<file path="src/rtl/mmab_pkg.sv">
package mmab_pkg;

  localparam int unsigned HIDDEN    = 20;
  localparam int unsigned INPUT_LEN = 10;
  localparam int unsigned ROWS      = 4 * HIDDEN;
  localparam int unsigned MAT_DEPTH = ROWS * INPUT_LEN;

  localparam int unsigned AW = $clog2(MAT_DEPTH);
  localparam int unsigned BW = $clog2(ROWS);
  localparam int unsigned KW = $clog2(INPUT_LEN);

  localparam int unsigned IDX_W  = 7;
  localparam int unsigned DATA_W = 16;
  localparam int unsigned PROD_W = 2 * DATA_W;
  localparam int unsigned OUT_W  = 40;

  localparam int unsigned QDEPTH = 2;
  localparam int unsigned QPW    = $clog2(QDEPTH);
  localparam int unsigned QCW    = $clog2(QDEPTH + 1);

  typedef enum logic [1:0] {
    CMD_LOAD_WEIGHT = 2'd0,
    CMD_LOAD_INPUT  = 2'd1,
    CMD_LOAD_BIAS   = 2'd2,
    CMD_QUERY       = 2'd3
  } cmd_e;

  typedef struct packed {
    cmd_e                     cmd;
    logic [IDX_W-1:0]         row_index;
    logic [IDX_W-1:0]         col_index;
    logic signed [DATA_W-1:0] value;
  } in_item_t;

  typedef struct packed {
    logic [IDX_W-1:0]        out_row;
    logic [IDX_W-1:0]        out_col;
    logic signed [OUT_W-1:0] out_value;
  } out_item_t;

  typedef struct packed {
    cmd_e                     op;
    logic [AW-1:0]            waddr;
    logic [AW-1:0]            xaddr;
    logic [BW-1:0]            bidx;
    logic [IDX_W-1:0]         row;
    logic [IDX_W-1:0]         col;
    logic signed [DATA_W-1:0] value;
  } q_entry_t;

  typedef struct packed {
    logic push;
    logic full;
  } q_wr_t;

  typedef struct packed {
    logic pop;
    logic empty;
  } q_rd_t;

  typedef enum logic [1:0] {
    ST_IDLE,
    ST_RUN,
    ST_FLUSH,
    ST_DONE
  } back_state_e;

endpackage

</file>
<file path="src/rtl/mmab_front.sv">
module mmab_front
  import mmab_pkg::*;
(
  input  logic     in_valid_i,
  output logic     in_ready_o,
  input  in_item_t in_data_i,
  input  logic     full_i,
  output logic     push_o,
  output q_entry_t push_data_o
);

  logic          row_ok;
  logic          k_ok;
  logic          col_row_ok;
  logic          keep;
  logic [AW-1:0] row_base;
  logic [AW-1:0] col_base;
  logic [AW-1:0] load_addr;

  assign row_ok     = 32'(in_data_i.row_index) < ROWS;
  assign k_ok       = 32'(in_data_i.col_index) < INPUT_LEN;
  assign col_row_ok = 32'(in_data_i.col_index) < ROWS;

  assign row_base  = AW'(32'(in_data_i.row_index) * INPUT_LEN);
  assign col_base  = AW'(32'(in_data_i.col_index) * INPUT_LEN);
  assign load_addr = AW'(32'(in_data_i.row_index) * INPUT_LEN + 32'(in_data_i.col_index));

  always_comb begin
    unique case (in_data_i.cmd) inside
      CMD_LOAD_WEIGHT, CMD_LOAD_INPUT: keep = row_ok && k_ok;
      CMD_LOAD_BIAS:                   keep = col_row_ok;
      CMD_QUERY:                       keep = row_ok && col_row_ok;
      default:                         keep = 1'b0;
    endcase
  end

  // out-of-range items are taken and dropped here
  assign in_ready_o = !full_i;
  assign push_o     = in_valid_i && !full_i && keep;

  always_comb begin
    push_data_o.op    = in_data_i.cmd;
    push_data_o.waddr = (in_data_i.cmd == CMD_QUERY) ? row_base : load_addr;
    push_data_o.xaddr = col_base;
    push_data_o.bidx  = BW'(in_data_i.col_index);
    push_data_o.row   = in_data_i.row_index;
    push_data_o.col   = in_data_i.col_index;
    push_data_o.value = in_data_i.value;
  end

endmodule

</file>
<file path="config.mk">
export PLATFORM = sky130hd
export DESIGN_NAME = mmab_front
export DESIGN_NICKNAME = d
export VERILOG_FILES = /design/src/rtl/mmab_pkg.sv /design/src/rtl/mmab_front.sv
export SDC_FILE = /design/constraint.sdc
export NUM_CORES = 1
export LEC_CHECK = 0
export BUFFER_PORTS_ARGS = -buffer_cell sky130_fd_sc_hd__buf_4
export CORE_MARGIN = 2
export CORE_UTILIZATION = 42
export DETAILED_ROUTE_END_ITERATION = 10
export GPL_TIMING_DRIVEN = 0
export PLACE_DENSITY = 0.89
export SLEW_MARGIN = 20
export SYNTH_ARGS = -nofsm -noshare
export SYNTH_HDL_FRONTEND = slang
export SYNTH_SLANG_ARGS = --single-unit
export TNS_END_PERCENT = 20
</file>
<file path="constraint.sdc">
create_clock -name vclk -period 2.7
set_clock_uncertainty 0.1 [all_clocks]
set_input_delay 0.27 -clock vclk [all_inputs]
set_output_delay 0.27 -clock vclk [all_outputs]
set_load 0.01 [all_outputs]
</file>
==> results.cfg, run 1 <==
[cells_and_area]
drive_gt1_frac = 0.616
n_antenna_cell = 0
syn2layout_area_growth_pct = 65.0
final-seq-area_um2 = 0
fin_cells = 260
nClkBuffers = 0
fin_nets = 294
seq_cells = 0

[floorplan]
dieArea_um2 = 3250
die_w_um = 57
start_util = 0.435
die_h_um = 57
fp-row-count = 19
core_um2 = 2710
ios = 95

[sta]
max_freq_mhz = 364
period_share = 1.02
setup_viol = 2
timing.hold.ws_ps = 616
grt_setup_unrepaired = true
worst_slack_ps = -49.5
drv_slew = 0
fin_crit_ps = 2750
hold_viol_final = 0

[critical_path]
cp_cell_sequence = buf_12 -> ha_4 -> ha_4 -> fa_2 -> ha_4 -> o21ai_4 -> o21bai_1 -> a21o_1 -> nand3_2 -> xnor2_2 -> buf_4
criticalPathCategory = in2out
critPathMaxStageDelay_ps = 490
cpMaxStageDelayCell = fa_2
critPathBufInv = 2
crit_fanout = 4
arrival_ps = 2380
crit_family = adder cells
crit_top_cell = ha_4
cp.required_ps = 2330
crit_path_end_kind = output pin
cp-start-kind = input port

[detailed_routing]
drt_first_iter_violations = 25
drc = 0
routed-via-count = 1266
via_per_inst = 4.87
totalWireLength_um = 3250
drt-pass1-iter-count = 4
ant_nets = 0
wl_per_cell_um = 12.5

[global_route]
gr-total-overflow = 0
grt_max_degree = 8
first_global_vias = 1094
antenna_found_initial = 0
grt_pass1_wl_um = 4840
track_usage = 0.178

[min_path]
hp-class = in2out
min_from = in_data_i[7]
hold_depth = 2
whs_endpoint = push_data_o[7]

[placement]
port_buffers = 78
gp_congestion = 0.754
dpl.hpwl_um = 2540
dp_slack_ps = -279
placed_cells = 256

[synthesis]
synth.net_count = 210
syn_area_um2 = 1180
synth_cells = 147
synth_area_per_cell_um2 = 8.03
synth_sequential_area_ratio = 0
synthDistinctLibCells = 37
yosysWarningCount = 0

[power_and_ir_drop]
p_total_mw = 0.574
powerDensity_nw_per_um2 = 295
vdd_drop_max_mv = 0.251
power_leakage_nw = 1.04

[outcome]
failed_checks = negative setup slack
status = complete, but fails checks

[run]
cap_violations = 0
[metrics by stage]
step | instance area (um^2) | utilization | setup TNS [ps]
after floorplan | 1180 | - | 0
after global placement | 1800 | 0.666 | -835
after detailed placement | 1800 | 0.666 | -940
after CTS | 1910 | 0.703 | 0
after global routing | 1950 | 0.718 | -340
final | 1950 | 0.718 | -59.6
[synthesized netlist by cell type (all sizes together) (3+ instances only)]
| master | instances | area share |
|---|---|---|
| a211oi | 3 | 0.019 |
| a21o | 4 | 0.025 |
| a21oi | 9 | 0.041 |
| buf | 42 | 0.27 |
| fa | 3 | 0.051 |
| ha | 26 | 0.28 |
| inv | 6 | 0.019 |
| nand2 | 6 | 0.019 |
| nor2 | 4 | 0.013 |
| nor3 | 3 | 0.013 |
| o21ai | 6 | 0.025 |
| xnor2 | 8 | 0.059 |
[final cells by class]
class                           count  area [um^2]
Buffer                             43          319
Fill cell                         233          763
Inverter                            6         22.5
Multi-Input combinational cell     98          935
Tap cell                           31         38.8
Timing Repair Buffer               82          632
[repair_timing]
item,in CTS,in global routing
setup buffers,2,2
setup endpoints to repair,5,4
pin swaps,9,9
gates resized for setup,17,4
hold buffers,0,0
[routing by layer]
metal  part of all wire  vias up  global-route usage
met5                  0        -                   0
met4              0.014        0              0.0266
met3              0.096        4              0.0159
met2               0.48       72               0.315
met1               0.41      546               0.239
li1                   -      644                   -
[where the power goes]
part / internal [mW] / switching [mW]
clock network: 0 / 0
registers: 0 / 0
logic: 0.317 / 0.257
total: 0.317 / 0.257
[cells by family (layout without fill, tap and decap cells)]
| family | after synthesis | count (layout) | share of synthesized area |
|---|---|---|---|
| compound gates | 33 | 33 | 0.188 |
| xor+xnor | 10 | 10 | 0.0742 |
| fa+ha+maj | 29 | 29 | 0.327 |
| buf+inv | 49 | 131 | 0.289 |
| mux | 2 | 2 | 0.0191 |
| other cells | 1 | 1 | 0.00318 |
| simple gates | 23 | 23 | 0.0997 |
[layout by cell type, fill, tap and decap left out, types with 2 or more instances in the layout]
cell      synthesis  final
o21ai_0           5      3
a211oi_1          3      3
nor2_1            4      4
a21o_1            4      4
nand2_1           6      6
xnor2_1           8      7
o211ai_1          2      2
ha_1             26     21
inv_1             5      5
mux2_2            2      2
fa_1              3      2
buf_4            42    122
a21oi_1           8      8
o21bai_1          2      2
ha_4              0      4
nor3_1            3      3
[how the worst max path moves through the flow]
stage,from,end,depth (start not counted)
3_3_place_gp,in_data_i[24],push_data_o[56],11
2_1_floorplan,in_data_i[24],push_data_o[56],9
4_1_cts,in_data_i[24],push_data_o[56],11
6_report,in_data_i[24],push_data_o[56],11
5_1_grt,in_data_i[24],push_data_o[56],11
3_5_place_dp,in_data_i[24],push_data_o[56],11
No activity file was read; power rests on OpenSTA's default activity.
==> run 2, diff against run 1 <==
--- a/config.mk
+++ b/config.mk
@@ -11,6 +11,7 @@
 export DETAILED_ROUTE_END_ITERATION = 10
 export GPL_TIMING_DRIVEN = 0
 export PLACE_DENSITY = 0.89
+export REMOVE_ABC_BUFFERS = 1
 export SLEW_MARGIN = 20
 export SYNTH_ARGS = -nofsm -noshare
 export SYNTH_HDL_FRONTEND = slang
==> results.cfg, run 2 (synthesis results as in run 1) <==
[outcome]
status = finished clean

[global_route]
grtUsageMet3 = 0.109
gr-total-overflow = 0
first_global_vias = 1043
track_usage = 0.176
grt_max_degree = 8
use_met1 = 0.180
grt_pass1_wl_um = 4620
antenna_found_initial = 0
grt_busiest_layer = met2
use_met2 = 0.302

[floorplan]
core_um2 = 2710
dieArea_um2 = 3250
die_w_um = 57
start_util = 0.435
ios = 95
die_h_um = 57
fp-row-count = 19

[detailed_routing]
totalWireLength_um = 2980
wl_per_cell_um = 15.0
drt_first_iter_violations = 15
drc = 0
routed-via-count = 1070
via_per_inst = 5.38
drt-pass1-iter-count = 4
ant_nets = 0

[sta]
setup_viol = 0
grt_setup_unrepaired = true
period_share = 0.984
hold_viol_final = 0
fin_crit_ps = 2660
drv_slew = 0
max_freq_mhz = 376
worst_slack_ps = 42.0

[critical_path]
crit_fanout = 3
crit_path_end_kind = output pin
arrival_ps = 2290
cp.required_ps = 2330
cpMaxStageDelayCell = fa_2
critPathMaxStageDelay_ps = 370
criticalPathCategory = in2out
cp_cell_sequence = buf_8 -> ha_4 -> ha_4 -> fa_2 -> xor2_2 -> ha_1 -> buf_4 -> a21o_1 -> nand3_1 -> xnor2_1 -> buf_4
cp-start-kind = input port

[clocking]
ctsHoldBuffers = 0

[placement]
gp_congestion = 0.810
dp_slack_ps = -243
port_buffers = 62
dpl.hpwl_um = 2400
placed_cells = 197

[cells_and_area]
fin_cells = 199
layout_commonest_cell = buf_4
fin_nets = 233
mostFrequentLayoutCells = 62 x buf_4, 21 x ha_1, 8 x a21oi_1, 8 x xnor2_1, 6 x nand2_1
drive_gt1_frac = 0.482
seq_cells = 0
nClkBuffers = 0
final-seq-area_um2 = 0
n_antenna_cell = 0
syn2layout_area_growth_pct = 26.1

[power_and_ir_drop]
powerDensity_nw_per_um2 = 329
vdd_drop_max_mv = 0.206
power_leakage_nw = 0.746

[min_path]
min_from = in_data_i[5]
hp-class = in2out
whs_endpoint = push_data_o[5]
hold_depth = 0

[run]
cap_violations = 0
run 2: worst max-delay path by stage:
stage,depth (start not counted),slack [ps],from,to
6_report,11,40,in_data_i[26],push_data_o[56]
4_1_cts,11,-6,in_data_i[26],push_data_o[56]
2_1_floorplan,9,90,in_data_i[24],push_data_o[56]
3_3_place_gp,11,-220,in_data_i[24],push_data_o[56]
3_5_place_dp,10,-240,in_data_i[24],push_data_o[53]
5_1_grt,11,-50,in_data_i[26],push_data_o[55]
run 2: power breakdown:
| part | switching (mW) | internal (mW) |
|---|---|---|
| Clock | 0 | 0 |
| Combinational | 0.230 | 0.259 |
| Sequential | 0 | 0 |
run 2: repair_timing:
item,CTS,global route
gates resized for setup,14,6
pin swaps,10,6
endpoints found under the setup margin,4,4
buffers inserted,2,0
run 2: metrics by stage:
step	area, um^2	TNS [ps]	hold slack, ps	utilization	power, mW
5_1_grt	1490	-140	440	0.549	0.538
2_1_floorplan	861	0	440	-	0.236
4_1_cts	1450	-7.89	440	0.535	0.479
3_3_place_gp	1370	-772	440	0.504	0.424
3_5_place_dp	1370	-903	440	0.504	0.433
6_report	1490	0	440	0.549	0.490
run 2: critical path: cells and delay by family:
family | cells | cell delay [ps]
XOR/XNOR | 2 | 300
AO/OA/AOI/OAI | 1 | 180
buffers and inverters | 3 | 380
adder cells (fa/ha/maj) | 4 | 1050
AND/OR/NAND/NOR | 1 | 90
run 2: routing by layer:
metal / part of all wire / wire (um) / up-vias
met2: 0.45 / 1340 / 67
met4: 0.014 / 42 / 2
li1: - / - / 520
met1: 0.37 / 1100 / 475
met3: 0.15 / 453 / 6
met5: 0.014 / 41 / -
run 2: cell type report:
| class | count | area (um^2) |
|---|---|---|
| inverters | 6 | 22.5 |
| well taps | 31 | 38.8 |
| fillers | 265 | 1220 |
| repair buffers | 64 | 492 |
| multi-input cells | 98 | 935 |
