[src/rtl/mmab_pkg.sv]
package mmab_pkg;

  localparam int unsigned HIDDEN    = 20;
  localparam int unsigned INPUT_LEN = 10;
  localparam int unsigned ROWS      = 4 * HIDDEN;
  localparam int unsigned MAT_DEPTH = ROWS * INPUT_LEN;

  localparam int unsigned AW = $clog2(MAT_DEPTH);
  localparam int unsigned BW = $clog2(ROWS);
  localparam int unsigned KW = $clog2(INPUT_LEN);

  localparam int unsigned IDX_W  = 7;
  localparam int unsigned DATA_W = 16;
  localparam int unsigned PROD_W = 2 * DATA_W;
  localparam int unsigned OUT_W  = 40;

  localparam int unsigned QDEPTH = 2;
  localparam int unsigned QPW    = $clog2(QDEPTH);
  localparam int unsigned QCW    = $clog2(QDEPTH + 1);

  typedef enum logic [1:0] {
    CMD_LOAD_WEIGHT = 2'd0,
    CMD_LOAD_INPUT  = 2'd1,
    CMD_LOAD_BIAS   = 2'd2,
    CMD_QUERY       = 2'd3
  } cmd_e;

  typedef struct packed {
    cmd_e                     cmd;
    logic [IDX_W-1:0]         row_index;
    logic [IDX_W-1:0]         col_index;
    logic signed [DATA_W-1:0] value;
  } in_item_t;

  typedef struct packed {
    logic [IDX_W-1:0]        out_row;
    logic [IDX_W-1:0]        out_col;
    logic signed [OUT_W-1:0] out_value;
  } out_item_t;

  typedef struct packed {
    cmd_e                     op;
    logic [AW-1:0]            waddr;
    logic [AW-1:0]            xaddr;
    logic [BW-1:0]            bidx;
    logic [IDX_W-1:0]         row;
    logic [IDX_W-1:0]         col;
    logic signed [DATA_W-1:0] value;
  } q_entry_t;

  typedef struct packed {
    logic push;
    logic full;
  } q_wr_t;

  typedef struct packed {
    logic pop;
    logic empty;
  } q_rd_t;

  typedef enum logic [1:0] {
    ST_IDLE,
    ST_RUN,
    ST_FLUSH,
    ST_DONE
  } back_state_e;

endpackage

[src/rtl/mmab_fifo.sv]
module mmab_fifo
  import mmab_pkg::*;
(
  input  logic     clk_i,
  input  logic     rst_ni,
  input  q_entry_t push_data_i,
  output q_entry_t head_o,
  input  q_wr_t    wr_i,
  output q_rd_t    rd_o,
  input  logic     pop_i,
  output logic     full_o
);

  q_entry_t         mem_q [QDEPTH];
  logic [QPW-1:0]   wr_ptr_q;
  logic [QPW-1:0]   rd_ptr_q;
  logic [QCW-1:0]   cnt_q;
  logic             do_push;
  logic             do_pop;

  assign full_o     = cnt_q == QCW'(QDEPTH);
  assign rd_o.empty = cnt_q == '0;
  assign rd_o.pop   = pop_i;
  assign do_push    = wr_i.push && !wr_i.full;
  assign do_pop     = pop_i && !rd_o.empty;
  assign head_o     = mem_q[rd_ptr_q];

  always_ff @(posedge clk_i) begin
    if (do_push) begin
      mem_q[wr_ptr_q] <= push_data_i;
    end
  end

  always_ff @(posedge clk_i or negedge rst_ni) begin
    if (!rst_ni) begin
      wr_ptr_q <= '0;
      rd_ptr_q <= '0;
      cnt_q    <= '0;
    end else begin
      if (do_push) begin
        wr_ptr_q <= (wr_ptr_q == QPW'(QDEPTH - 1)) ? '0 : wr_ptr_q + QPW'(1);
      end
      if (do_pop) begin
        rd_ptr_q <= (rd_ptr_q == QPW'(QDEPTH - 1)) ? '0 : rd_ptr_q + QPW'(1);
      end
      if (do_push && !do_pop) begin
        cnt_q <= cnt_q + QCW'(1);
      end else if (do_pop && !do_push) begin
        cnt_q <= cnt_q - QCW'(1);
      end
    end
  end

endmodule

[config.mk]
export PLATFORM = sky130hd
export DESIGN_NAME = mmab_fifo
export DESIGN_NICKNAME = d
export VERILOG_FILES = /design/src/rtl/mmab_pkg.sv /design/src/rtl/mmab_fifo.sv
export SDC_FILE = /design/constraint.sdc
export NUM_CORES = 1
export LEC_CHECK = 0
export ABC_CLOCK_PERIOD_IN_PS = 9600
export BUFFER_PORTS_ARGS = -buffer_cell sky130_fd_sc_hd__clkbuf_2
export CAP_MARGIN = 20
export CORE_MARGIN = 4
export CORE_UTILIZATION = 50
export DETAILED_ROUTE_END_ITERATION = 6
export PLACE_DENSITY = 0.76
export SYNTH_ARGS = -nofsm -noshare
export SYNTH_HDL_FRONTEND = slang
export SYNTH_SLANG_ARGS = --single-unit
export TNS_END_PERCENT = 50
[constraint.sdc]
create_clock -name clk_i -period 9.6 [get_ports clk_i]
set_input_delay 2.4 -clock clk_i [delete_from_list [all_inputs] [get_ports clk_i]]
set_output_delay 2.4 -clock clk_i [all_outputs]
set_load 0.02 [all_outputs]
==> results of run 1 <==
## cell families after synthesis
family	count (synthesis)
xor+xnor	5
flops	122
compound gates	1
simple gates	6
mux	59
fa+ha+maj	1
buf+inv	9
## state kept, by name, indices dropped and copies added, names as in the netlist
name      count
wr_ptr_q      1
rd_ptr_q      1
cnt_q         2
mem_q       118
## power by group
group          internal (mW)  switching [mW]  leakage, nW
sequential             0.657          0.0387         1.13
combinational          0.246           0.274         1.08
clock                  0.501           0.224        0.325
total                   1.40           0.536         2.53
## cells in the mapped netlist
library cell and count:
sky130_fd_sc_hd__nand2b_1 1, sky130_fd_sc_hd__inv_1 1, sky130_fd_sc_hd__ha_1 1, sky130_fd_sc_hd__edfxtp_1 118, sky130_fd_sc_hd__xnor2_1 3, sky130_fd_sc_hd__nor2b_1 1, sky130_fd_sc_hd__and2_1 1, sky130_fd_sc_hd__buf_6 1
sky130_fd_sc_hd__buf_4 1, sky130_fd_sc_hd__dfrtp_1 4, sky130_fd_sc_hd__nor2_1 3, sky130_fd_sc_hd__mux2_4 59, sky130_fd_sc_hd__buf_12 6, sky130_fd_sc_hd__o21ai_1 1, sky130_fd_sc_hd__xor2_1 2
## through the flow
stage	hold slack, ns	utilization [%]
after floorplan	0.4603	-
after global placement	0.4993	58.86
after detailed placement	0.5295	58.86
after CTS	0.5376	66.26
after global routing	0.5743	66.55
final	0.5329	66.55
## final cells by class
type,count,area [sq um]
Fill cell,644,3090
Multi-Input combinational cell,72,985.9
Clock buffer,17,414.1
Tap cell,129,161.4
Timing Repair Buffer,128,668.1
Sequential cell,122,3647
Clock inverter,14,269.0
Inverter,1,3.754
## how the worst min path moves through the flow
stage | start | endpoint | slack, ns
2_1_floorplan | wr_ptr_q | wr_ptr_q | 0.46
3_3_place_gp | cnt_q[1] | cnt_q[1] | 0.50
3_5_place_dp | cnt_q[1] | cnt_q[1] | 0.53
4_1_cts | cnt_q[1] | cnt_q[1] | 0.54
5_1_grt | cnt_q[1] | cnt_q[1] | 0.57
6_report | cnt_q[1] | cnt_q[1] | 0.53
## layer usage
layer  up-vias  global-route usage [%]  wire, microns
met3        12                   4.593            453
met5         -                       0              0
met2        69                   27.73           4433
met4         0                   7.031            122
met1      1111                   14.95           2923
li1       1076                       -              -
## cells in the final DEF (no fill, tap or decap), drive strengths merged, types with 2 or more instances in the layout
cell type,Yosys,routed
nor2,3,3
clkinvlp,0,2
clkinv,0,3
dfrtp,4,4
xor2,2,2
bufinv,0,7
edfxtp,118,118
mux2,59,59
inv,1,3
xnor2,3,3
clkbuf,0,142
buf,8,3
==> flow_results.org, run 1 <==
** Floorplan
- The floorplan step defined a core boundary enclosing ~9200 sq um.
- Floorplan row count :: 35
- Die Width :: around 110 microns
- ~130 I/O pins were placed.
- In this run the vertical extent of the chip is around 110 microns.
- The die covers about 11000 sq um.
- Starting density of the core :: roughly half

** Power and ir drop
- Leakage component of the power :: around 2.5 nW
- In this run the power density over the cells is around 320 nW/um^2.
- Tot Pwr :: ~1.9 mW
- Peak ir drop on the vdd network :: approximately 0.22 mV

** Worst setup path
- The worst register-to-register path ends at mem_q[0][34].
- Critical-path cell list :: clkbuf_2 > clkbuf_2
- For this design, the slowest cell found on the critical path is sky130_fd_sc_hd__clkbuf_2.
- Largest delay share family, worst path :: buffers and inverters
- Worst Reg2Reg Path Length in Cells :: 2
- The critical path runs through a total of 2 cells.
- Tracing the worst setup path back leads to its startpoint at pop_i.
- Category of the worst setup path launch point :: primary input
- Arrival time at the worst endpoint :: approximately 2.7 ns
- For the worst setup path, the data required time is just over 7 ns.
- In this run the worst path has a maximum fanout of 2.
- The critical path ends at rd_o[1].
- The critical path is of the primary input to primary output type.
- Worst flop-to-flop path startpoint :: wr_ptr_q
- Most frequent CP cell :: sky130_fd_sc_hd__clkbuf_2
- CP max stage delay :: 0.16 ns
- Counting both buffers and inverters, the worst setup path holds a total of 2.
- Setup crit end kind :: primary output
- Setup slack on the worst flop-to-flop path :: 7.62 ns

** Layout
- Of the cells placed in the final design, the portion with a size suffix greater than 1 is between 60% and 70%.
- Post-route cell area :: a little over 6000 sq um
- Growth of design area from synthesis to finish :: 29.10%
- Number of non-filler instances in the completed layout :: 483
- Nets :: between 400 and 500
- Antenna cells :: 0

** Route
- Final routed wirelength across all metal layers :: approximately 8 mm
- DRT antenna net count :: 0
- Routed via count divided by cell count :: between 4 and 5
- For this run, design rule violations remaining after detail routing come to 0.
- Total via count in the routed design :: approximately 2300
- Dividing the detail-routed wire length by the instance count gives between 15 and 20 microns.
- After the first detailed-routing iteration, the DRC count stood at 80.
- First-pass DRT Iterations :: 4

** Logic synthesis
- Main combinational cell family by area after synthesis :: multiplexers
- Simple-gate portion of the synthesized area :: 0.6304%
- Yosys printed 0 warnings.
- Compound-gate portion of the synthesized area :: less than 1%
- In the synthesized netlist, mux cells make up 18.60% of the area.
- The synthesized netlist contains 15 unique library cells.
- Each instance of the synthesized netlist takes up on average 23.46 sq um.
- In the synthesized netlist, the number of instances is between 200 and 250.
- Top cells by area in the synthesized netlist :: sky130_fd_sc_hd__edfxtp_1, sky130_fd_sc_hd__mux2_4, sky130_fd_sc_hd__buf_12, sky130_fd_sc_hd__dfrtp_1, sky130_fd_sc_hd__xnor2_1
- Parity-gate share of the synthesized area counting xor and xnor cells :: less than 1%
- Adder-cell area share of the yosys netlist :: less than 1%
- Proportion of synthesized chip area in sequential cells :: about three quarters
- Mapped cell area :: 4763 sq um
- Proportion of netlist area held by the largest area contributor :: 74.39%
- The synthesized design spends more area on one cell type than any other, namely sky130_fd_sc_hd__edfxtp_1.
- Synth Net Count :: between 200 and 300
- Flops & latches, synth :: between 100 and 150

** STA
- Post-layout min period :: 5.048 ns
- Clock Skews :: 0.005972 ns
- The hold violation count in the final report is 0.
- The max-slew violation total from the final report came to 0.
- After routing, the total negative slack on setup checks comes to 0 ns.
- The worst path uses 52.58% of the clock period.
- Final worst setup slack :: 4.552 ns
- Unrepaired setup endpoints after global routing :: false
- Tightest slew margin relative to the limit :: roughly half
- Worst-Margin Slew :: about 0.72 ns
- Setup violations remaining at the end of the flow were counted as 0.
- Achievable clock frequency :: just under 200 MHz

** Global route
- Global routing used 14.88% of the available tracks across all layers.
- The first global-routing pass estimated ~12 mm of wire.
- The number of antenna violations at the first check in global routing came to 0.
- Global route total overflow :: 0
- Largest net degree at the start of global routing :: 61
- Via count of the first global-routing pass :: around 2500

** CTS
- Counting the buffers created by CTS gives 17.
- Max clock buf depth :: 2
- Clock-pin slew on the worst setup and hold paths :: roughly 0.050 ns
- Clock tree from TritonCTS :: done
- The H-tree generated during clock tree synthesis spans 4 levels.
- # clock sinks :: about 120
- After clock tree synthesis, the setup repair step added 0 buffers.
- The number of hold buffers added after CTS was 0.
- The tree is rooted in a sky130_fd_sc_hd__clkbuf_8.
- Worst-skew pair later-pin latency :: between 0.4 and 0.5 ns
- Number of gates resized after cts :: 0

** Run
- Total of max-cap violations :: 0

** Min path
- Cell depth of the worst hold path :: 1
- The path class of the tightest hold or removal check is flip-flop to flip-flop.

** Place
- Routability Congestion :: about 0.68
- Detailed placement ended at an HPWL of roughly 5.2 mm.
- Number of cells in the design after placement :: roughly 450
- OpenSTA, run right after detailed placement, puts the worst setup slack at between 4 and 5 ns.
- Count of input and output buffers :: around 130
- Area after DPL :: 5439 sq um

** Outcome
- The flow ran to the end, and the final reports show no timing, DRC or antenna violations.
No activity file was read; power rests on OpenSTA's default activity.
==> run 2: changes to the inputs <==
--- a/config.mk
+++ b/config.mk
@@ -5,7 +5,7 @@
 export SDC_FILE = /design/constraint.sdc
 export NUM_CORES = 1
 export LEC_CHECK = 0
-export ABC_CLOCK_PERIOD_IN_PS = 9600
+export ABC_CLOCK_PERIOD_IN_PS = 4750
 export BUFFER_PORTS_ARGS = -buffer_cell sky130_fd_sc_hd__clkbuf_2
 export CAP_MARGIN = 20
 export CORE_MARGIN = 4
==> constraint.sdc (replaced) <==
create_clock -name clk_i -period 4.75 [get_ports clk_i]
set_input_delay 1.1875 -clock clk_i [delete_from_list [all_inputs] [get_ports clk_i]]
set_output_delay 1.1875 -clock clk_i [all_outputs]
set_load 0.02 [all_outputs]
==> run 2 against run 1 <==
Combinational power increased by 94%; register-to-register slack got worse by 4.6 ns; cell count increased by 0.41%; design area decreased by 1.8%; sequential cell count unchanged; die area unchanged; non-clock buffer count increased by 2; global-route usage decreased by 0.39 points; hold slack got worse by 0.041 ns.
==> flow_results.org, run 2 (synthesis results as in run 1) <==
** Outcome
- Outcome: finished, final reports clean (unchanged).

** Global route
- Largest net degree at the start of global routing :: 35 (was 61)
- Global route total overflow :: 0 (unchanged)
- The global-route wire length before repair is 12.01 mm (was 12.43 mm).
- Total GRT Usage :: 14.48% (was 14.88%)
- The number of antenna violations at the first check in global routing came to 0 (unchanged).
- The via count of the first global-routing pass is 2398 (was 2508).

** Floorplan
- Floorplan row count :: 35 (unchanged)
- Die Footprint :: 11150 sq um (unchanged)
- # IOs :: 126 (unchanged)
- Placeable Area :: 9240 sq um (unchanged)
- The die height came to 105.6 microns (unchanged).
- The initial core utilization was 51.55% (unchanged).
- Die Width :: 105.6 microns (unchanged)

** Route
- The DRC marker count from the first detailed-route iteration is 109 (was 80).
- Routed via count divided by cell count :: 4.621 (was 4.696)
- The number of nets with antenna violations after routing came to 0 (unchanged).
- # DRC :: 0 (unchanged)
- The average wire per standard cell was 15.81 microns (was 16.42 microns).
- The first-pass iteration count of the detailed router came to 4 (unchanged).
- The total via count after detailed routing was 2241 (was 2268).
- The total wirelength of the detailed-routed design came to 7.670 mm (was 7.933 mm).

** Worst setup path
- Maximum fanout encountered on the critical timing path :: 30 (was 2)
- The critical path buffer and inverter count was 2 (unchanged).
- The worst-case reg-to-reg path depth is 2 (unchanged).
- The class of the most critical setup path was flip-flop to primary output (was primary input to primary output).
- The cell type of the slowest stage on the worst timing path was sky130_fd_sc_hd__dfrtp_4 (was sky130_fd_sc_hd__clkbuf_2).
- Category of the worst setup path launch point :: flip-flop (was primary input)
- The arrival time at the worst endpoint is 2.20 ns (was 2.65 ns).
- The depth of the critical timing path with buffers and inverters included came to 3 (was 2).
- The critical path's top delay family was flip-flops (was buffers and inverters).
- Setup crit end kind :: primary output (unchanged)
- Required time reported for the critical path endpoint :: 3.56 ns (was 7.20 ns)
- Critical-path cell list :: buf_4 > mux2_4 > clkbuf_2 (was clkbuf_2 > clkbuf_2)
- CP max stage delay :: 0.79 ns (was 0.16 ns)

** STA
- The hold violation count in the final report is 0 (unchanged).
- Achievable clock frequency :: around 300 MHz
- The setup clock skew after layout came to 0.005562 ns (was 0.005972 ns).
- Unrepaired setup endpoints after global routing: false (unchanged).
- Final number of max-transition violations :: 0 (unchanged)
- Dividing the final minimum period by the clock period gives 71.37%.
- The slack of the critical path is 1.360 ns (was 4.552 ns).
- The count of endpoints failing setup in the final report is 0 (unchanged).
- The routed design could run at a clock period as short as approximately 3.4 ns.
- The final worst hold slack came to 0.4916 ns (was 0.5329 ns).
- Tightest slew margin relative to the limit :: 49.04% (was 51.56%)
- Worst-Margin Slew :: 0.7626 ns (was 0.7249 ns)
- The sum of negative setup slack is 0 ns (unchanged).

** Layout
- Post-route cell area :: 6038 sq um (was 6150 sq um)
- Commonest non-fill, non-tap cell in the layout :: sky130_fd_sc_hd__clkbuf_2 (unchanged)
- Antenna cells :: 0 (unchanged)
- Share of post-route cells with drive strength above 1 :: 62.64% (was 62.43%)
- The most flop-heavy register is mem_q (unchanged).
- The layout overhead on the synthesized area is 26.77% (was 29.10%).
- Largest regs :: mem_q (118), cnt_q (2) (unchanged)
- The number of flip-flops in the largest register came to 118 (unchanged).
- Nets :: 409 (was 407)
- Commonest non-fill, non-tap cells in the layout :: sky130_fd_sc_hd__clkbuf_2, sky130_fd_sc_hd__edfxtp_1, sky130_fd_sc_hd__mux2_4, sky130_fd_sc_hd__clkbuf_16, sky130_fd_sc_hd__clkinv_4 (was sky130_fd_sc_hd__clkbuf_2, sky130_fd_sc_hd__edfxtp_1, sky130_fd_sc_hd__mux2_4, sky130_fd_sc_hd__clkbuf_16, sky130_fd_sc_hd__bufinv_16)

** Power and ir drop
- The static power due to leakage was 2.480 nW (was 2.530 nW).
- The internal power component came to 2.562 mW (was 1.405 mW).
- The fraction of power consumed by combinational cells is 27.8% (was 26.8%).
- The share of power burned in the clock network was 32.6% (was 37.4%).
- Portion of total power attributed to sequential cells :: 39.6% (was 35.9%)
- Power per standard cell area :: 601.2 nW/um^2 (was 315.6 nW/um^2)
- Switching power as a share of total power :: 29.43% (was 27.63%)
- Net switching power of the design :: 1.069 mW (was 536.3 uW)
- Peak ir drop on the vdd network :: 0.5184 mV (was 0.2177 mV)

** Place
- Count of input and output buffers :: 125 (unchanged)
- Area after DPL :: 5474 sq um (was 5439 sq um)
- Routability Congestion :: 0.7020 (was 0.6804)
- HPWL reported at the end of detailed placement :: 5.330 mm (was 5.151 mm)
- The post-placement setup slack is 1.829 ns (was 4.551 ns).

** CTS
- The cell at the root of the clock tree was sky130_fd_sc_hd__clkbuf_8 (unchanged).
- Number of buffers created by CTS :: 17 (unchanged)
- Clock-pin slew on the worst setup and hold paths :: 0.05 ns (about the same)
- The TritonCTS sink count is 122 (unchanged).
- The CTS tree is done (unchanged).
- Post-CTS repair timing setup buffer count :: 0 (unchanged)
- The hold buffer count at cts was 0 (unchanged).
- Max H-tree Level :: 4 (unchanged)
- Worst-skew pair later-pin latency :: 0.49 ns (about the same)
- Max clock buf depth :: 2 (unchanged)
- Number of gates resized after cts :: 0 (unchanged)

** Run
- Total of max-cap violations :: 0 (unchanged)

** Min path
- The worst min-delay path class was primary input to asynchronous set/reset pin (was flip-flop to flip-flop).
[run 2: path summary, 6_finish.rpt]
path	start	end	slack, ns
max	rd_ptr_q	head_o[29]	1.36
min	rst_ni	cnt_q[0]	0.49
max reg2reg	wr_ptr_q	mem_q[0][7]	3.07
min reg2reg	cnt_q[1]	cnt_q[1]	0.53
max in group asynchronous	rst_ni	rd_ptr_q	4.12
min in group clk_i	cnt_q[1]	cnt_q[1]	0.53
[run 2: layout make-up]
cell class | instances | area [sq um]
clock inverter | 14 | 150.1
fill | 648 | 3202
multi-input combinational | 72 | 985.9
timing repair buffer | 130 | 675.6
sequential | 122 | 3647
clock buffer | 17 | 414.1
inverter | 1 | 3.754
tap | 129 | 161.4
[run 2: power by group through the flow]
stage	logic (mW)	registers (mW)	clock network [mW]
4_1_cts	1.03	1.44	1.21
3_3_place_gp	1.02	1.45	0
3_5_place_dp	1.03	1.46	0
6_report	1.01	1.44	1.18
2_1_floorplan	0.917	1.39	0
5_1_grt	1.07	1.45	1.27
[run 2: per-stage QoR]
stage / std cells / power (mW) / utilization (%)
detailed placement: 454 / 2.492 / 59.24
global placement: 454 / 2.477 / 59.24
floorplan: 203 / 2.303 / -
CTS: 485 / 3.678 / 65.35
global route: 485 / 3.794 / 65.35
finish: 485 / 3.630 / 65.35
[run 2: worst register-to-register path: cells and delay by family (launching register included)]
family | cells | cell delay (ns)
and+or+nand+nor | 1 | 0.63
buffers and inverters | 1 | 0.31
DFF | 1 | 0.42
[run 2: layer usage]
metal  global-route usage, %  share of wire, %
met1                   16.14                39
met2                   24.82                53
met3                   4.776               6.1
met4                   7.308               1.3
met5                       0                 0
==> run 3: changes to the inputs <==
--- a/config.mk
+++ b/config.mk
@@ -5,11 +5,12 @@
 export SDC_FILE = /design/constraint.sdc
 export NUM_CORES = 1
 export LEC_CHECK = 0
-export ABC_CLOCK_PERIOD_IN_PS = 4750
+export ABC_AREA = 1
+export ABC_CLOCK_PERIOD_IN_PS = 3100
 export BUFFER_PORTS_ARGS = -buffer_cell sky130_fd_sc_hd__clkbuf_2
 export CAP_MARGIN = 20
 export CORE_MARGIN = 4
-export CORE_UTILIZATION = 50
+export CORE_UTILIZATION = 47
 export DETAILED_ROUTE_END_ITERATION = 6
 export PLACE_DENSITY = 0.76
 export SYNTH_ARGS = -nofsm -noshare
==> constraint.sdc (replaced) <==
create_clock -name clk_i -period 3.1 [get_ports clk_i]
set_input_delay 0.775 -clock clk_i [delete_from_list [all_inputs] [get_ports clk_i]]
set_output_delay 0.775 -clock clk_i [all_outputs]
set_load 0.02 [all_outputs]
==> run 3 against run 2 <==
Non-clock buffer count shrank 2; power grew 57%; count of clock-buffer cells in the layout grew 1; combinational power grew 55%; sequential power grew 49%; die area grew 0.99%; core utilization shrank 2.1 points; area after synthesis shrank 5.0%; cell count grew 27%; register-to-register slack lost 1.5 ns; clock power grew 69%; critical path type unchanged; largest power group unchanged.
==> flow_results.org, run 3 <==
** CTS
- Clock-pin slew on the worst setup and hold paths :: 0.06 ns (was 0.05 ns)
- Number of gates resized after cts :: 0 (unchanged)
- # clock sinks :: 122 (unchanged)
- CTS Root Cell :: sky130_fd_sc_hd__clkbuf_8 (unchanged)
- Post-CTS repair timing setup buffer count :: 0 (unchanged)
- Worst-skew pair later-pin latency :: 0.49 ns (about the same)
- The hold buffer count at cts came to 0 (unchanged).
- Max H-tree Level :: 4 (unchanged)
- Number of buffers created by CTS :: 17 (unchanged)
- Clock tree from TritonCTS :: done (unchanged)
- The buffer levels on the longest clock path is 2 (unchanged).

** Logic synthesis
- The register area share after synthesis was 80.51% (was 76.49%).
- Average footprint of a synthesized cell :: 13.35 sq um (was 23.46 sq um)
- The synthesized instance count came to 339 (was 203).
- The count of different cell masters after synthesis is 15 (unchanged).
- Count of synthesis-stage warnings from yosys :: 0 (unchanged)
- Top cells by area in the synthesized netlist :: sky130_fd_sc_hd__edfxtp_1, sky130_fd_sc_hd__nand2_1, sky130_fd_sc_hd__dfrtp_1, sky130_fd_sc_hd__buf_4, sky130_fd_sc_hd__buf_2 (was sky130_fd_sc_hd__edfxtp_1, sky130_fd_sc_hd__mux2_4, sky130_fd_sc_hd__buf_12, sky130_fd_sc_hd__dfrtp_1, sky130_fd_sc_hd__xnor2_1)
- The cell taking the most area after synthesis is sky130_fd_sc_hd__edfxtp_1 (unchanged).
- Top FF cell, synth :: sky130_fd_sc_hd__edfxtp_1 (unchanged)
- Top post-synthesis cells by count :: sky130_fd_sc_hd__nand2_1, sky130_fd_sc_hd__edfxtp_1, sky130_fd_sc_hd__buf_4 (was sky130_fd_sc_hd__edfxtp_1, sky130_fd_sc_hd__mux2_4, sky130_fd_sc_hd__buf_12)
- The number of register bits inferred by synthesis was 122 (unchanged).
- EDFF count, synth :: 118 (unchanged)
- The share of the synthesized area in the top cell type was 78.30% (was 74.39%).
- Most instantiated library cell after synthesis :: sky130_fd_sc_hd__nand2_1 (was sky130_fd_sc_hd__edfxtp_1)
- Async S/R FF share, synth :: 3.279% (unchanged)
- The cell area after synthesis came to 4526 sq um (was 4763 sq um).
- Synth Net Count :: 404 (was 268)

** Power and ir drop
- The static power due to leakage was 2.572 nW (was 2.480 nW).
- The power per cell area is 968.7 nW/um^2 (was 601.2 nW/um^2).
- The total power of the final layout came to 5.715 mW (was 3.630 mW).
- The maximum VDD drop was 0.4563 mV (was 0.5184 mV).

** Worst setup path
- The class of the most critical setup path is flip-flop to primary output (unchanged).
- The arrival time at the worst endpoint is 2.09 ns (was 2.20 ns).
- Critical R2R Capture :: rd_ptr_q (was mem_q[0][7])
- The cell type of the slowest stage on the worst timing path is sky130_fd_sc_hd__dfrtp_2 (was sky130_fd_sc_hd__dfrtp_4).
- The critical path buffer and inverter count is 2 (unchanged).
- The worst path required time came to 2.32 ns (was 3.56 ns).
- CP max stage delay :: 0.61 ns (was 0.79 ns)
- Category of the worst setup path launch point :: flip-flop (unchanged)
- The worst reg-to-reg setup slack was 1.60 ns (was 3.07 ns).
- The reg-to-reg critical path startpoint is rd_ptr_q (was wr_ptr_q).
- The largest driver fanout on the critical path is 60 (was 30).
- Setup crit end kind :: primary output (unchanged)
- Critical-path cell list :: inv_4 > nand2_1 > nand2_1 > clkbuf_2 (was buf_4 > mux2_4 > clkbuf_2)
- In this design, the critical path's most frequently occurring cell is sky130_fd_sc_hd__nand2_1.
- Worst Reg2Reg Path Length in Cells :: 3 (was 2)
- Largest delay share family, worst path :: buffers and inverters (was flip-flops)

** STA
- Final number of max-transition violations :: 0 (unchanged)
- Tightest slew margin relative to the limit :: 58.13% (was 49.04%)
- Derived from the worst setup path, the maximum achievable clock frequency is 349.6 MHz.
- # setup viols final :: 0 (unchanged)
- Count of endpoints failing hold in the final timing report :: 0 (unchanged)
- Final worst setup slack :: 0.2393 ns (was 1.360 ns)
- Post-layout min period :: between 2 and 3 ns
- The transition time of the tightest slew-check pin came to 0.6281 ns (was 0.7626 ns).
- In the finished design, the share of the clock period the worst path needs comes to slightly above 90%.
- Total negative setup slack :: 0 ns (unchanged)
- Unrepaired setup endpoints after global routing: false (unchanged).
- The setup clock skew after layout is 0.003822 ns (was 0.005562 ns).

** Place
- HPWL reported at the end of detailed placement :: 5.466 mm (was 5.330 mm)
- Routability Congestion :: 0.7221 (was 0.7020)
- The count of port buffers added during placement came to 125 (unchanged).
- Area after DPL :: 5286 sq um (was 5474 sq um)
- Setup slack after placement :: 0.7275 ns (was 1.829 ns)

** Route
- The total wirelength of the detailed-routed design was 8.725 mm (was 7.670 mm).
- The DRC marker count from the first detailed-route iteration is 178 (was 109).
- DRT antenna net count :: 0 (unchanged)
- The DRC violations left came to 0 (unchanged).
- The post-detailed-route via-to-cell ratio was 4.603 (was 4.621).
- The average wire per standard cell is 14.21 microns (was 15.81 microns).
- Total via count in the routed design :: 2826 (was 2241)
- First-pass DRT Iterations :: 4 (unchanged)

** Outcome
- Outcome :: finished, final reports clean (unchanged)

** Global route
- The maximum number of pins on one net before global-route repair was 61 (was 35).
- Via count of the first global-routing pass :: 2897 (was 2398)
- The final global-route overflow total was 0 (unchanged).
- The number of antenna violations at the first check in global routing is 0 (unchanged).
- The global-route wire length before repair was 14.01 mm (was 12.01 mm).
- The combined global-route utilization of all metal layers is 16.17% (was 14.48%).

** Layout
- The final net count is 537 (was 409).
- Most flop-heavy register :: mem_q (unchanged)
- The end-of-flow core utilization came to 63.25% (was 65.35%).
- Commonest non-fill, non-tap cell in the layout :: sky130_fd_sc_hd__nand2_1 (was sky130_fd_sc_hd__clkbuf_2)
- The layout overhead on the synthesized area came to 30.36% (was 26.77%).
- The fraction of final layout cells with drive strength greater than 1 is 33.40% (was 62.64%).
- Commonest non-fill, non-tap cells in the layout :: sky130_fd_sc_hd__nand2_1, sky130_fd_sc_hd__clkbuf_2, sky130_fd_sc_hd__edfxtp_1, sky130_fd_sc_hd__clkbuf_16, sky130_fd_sc_hd__inv_1 (was sky130_fd_sc_hd__clkbuf_2, sky130_fd_sc_hd__edfxtp_1, sky130_fd_sc_hd__mux2_4, sky130_fd_sc_hd__clkbuf_16, sky130_fd_sc_hd__clkinv_4)
- Post-route cell area :: 5899 sq um (was 6038 sq um)
- Largest regs: mem_q (118), cnt_q (2) (unchanged).
- The number of diodes added for antenna fixing came to 0 (unchanged).
- Largest register FFs :: 118 (unchanged)

** Floorplan
- Starting density of the core :: 48.52% (was 51.55%)
- Placeable Area :: 9328 sq um (was 9240 sq um)
- Floorplan row count :: 35 (unchanged)
- Die Footprint :: 11260 sq um (was 11150 sq um)
- The number of top-level pins was 126 (unchanged).
- The die width came to 106.1 microns (was 105.6 microns).
- The die height is 106.1 microns (was 105.6 microns).

** Min path
- Worst Hold Class :: primary input to asynchronous set/reset pin (unchanged)

** Run
- Total of max-cap violations :: 0 (unchanged)
==> run 3: cell types whose count changed after synthesis, moves of 2 or more <==
cell / previous run / this run
sky130_fd_sc_hd__nand2_1: 0 / 184
sky130_fd_sc_hd__mux2_4: 59 / 0
sky130_fd_sc_hd__buf_4: 1 / 8
sky130_fd_sc_hd__buf_12: 6 / 0
sky130_fd_sc_hd__buf_2: 0 / 6
sky130_fd_sc_hd__inv_1: 1 / 7
sky130_fd_sc_hd__xnor2_1: 3 / 1
==> run 3: how the worst max path moves through the flow <==
stage	start	end	slack, ns	cells after the start
global placement	rd_ptr_q	head_o[58]	0.76	4
detailed placement	rd_ptr_q	head_o[37]	0.73	4
floorplan	wr_i[0]	mem_q[0][0]	-0.76	3
finish	rd_ptr_q	head_o[46]	0.24	4
CTS	rd_ptr_q	head_o[58]	0.19	4
global route	rd_ptr_q	head_o[45]	0.03	4
==> run 3: logic make-up (layout without fill, tap and decap cells) <==
family / count (synthesis) / after routing / synth area share, %
flip-flops: 122 / 122 / 80.51
adder cells (fa/ha/maj): 1 / 1 / 0.2764
buffers and inverters: 22 / 168 / 2.710
AO/OA/AOI/OAI: 1 / 1 / 0.1105
AND/OR/NAND/NOR: 191 / 191 / 16.01
XOR/XNOR: 2 / 2 / 0.3871
==> run 3: report_power, final <==
| part | total [mW] | switching (mW) | internal, mW |
|---|---|---|---|
| registers | 2.15 | 0.118 | 2.03 |
| clock network | 2.00 | 0.687 | 1.31 |
| logic | 1.57 | 1.12 | 0.453 |
| total | 5.71 | 1.92 | 3.79 |
==> run 3: stage by stage <==
step / cells / hold slack [ns]
final: 614 / 0.08695
after global routing: 614 / 0.06332
after CTS: 614 / 0.06098
after detailed placement: 582 / 0.5377
after global placement: 582 / 0.4919
after floorplan: 339 / 0.4786
==> run 3: per-layer routing <==
metal,up-vias,share of wire [%],GRT usage (%)
li1,1405,-,-
met1,1328,45,21.01
met2,87,49,25.97
met3,6,5.2,4.554
met4,0,0.58,6.105
met5,-,0,0
==> run 3: layout make-up <==
class	count	area (sq um)
Clock buffer	18	417.9
Clock inverter	14	195.2
Fill cell	736	3428
Inverter	8	32.53
Multi-Input combinational cell	195	774.5
Sequential cell	122	3645
Tap cell	129	161.4
Timing Repair Buffer	128	673.1
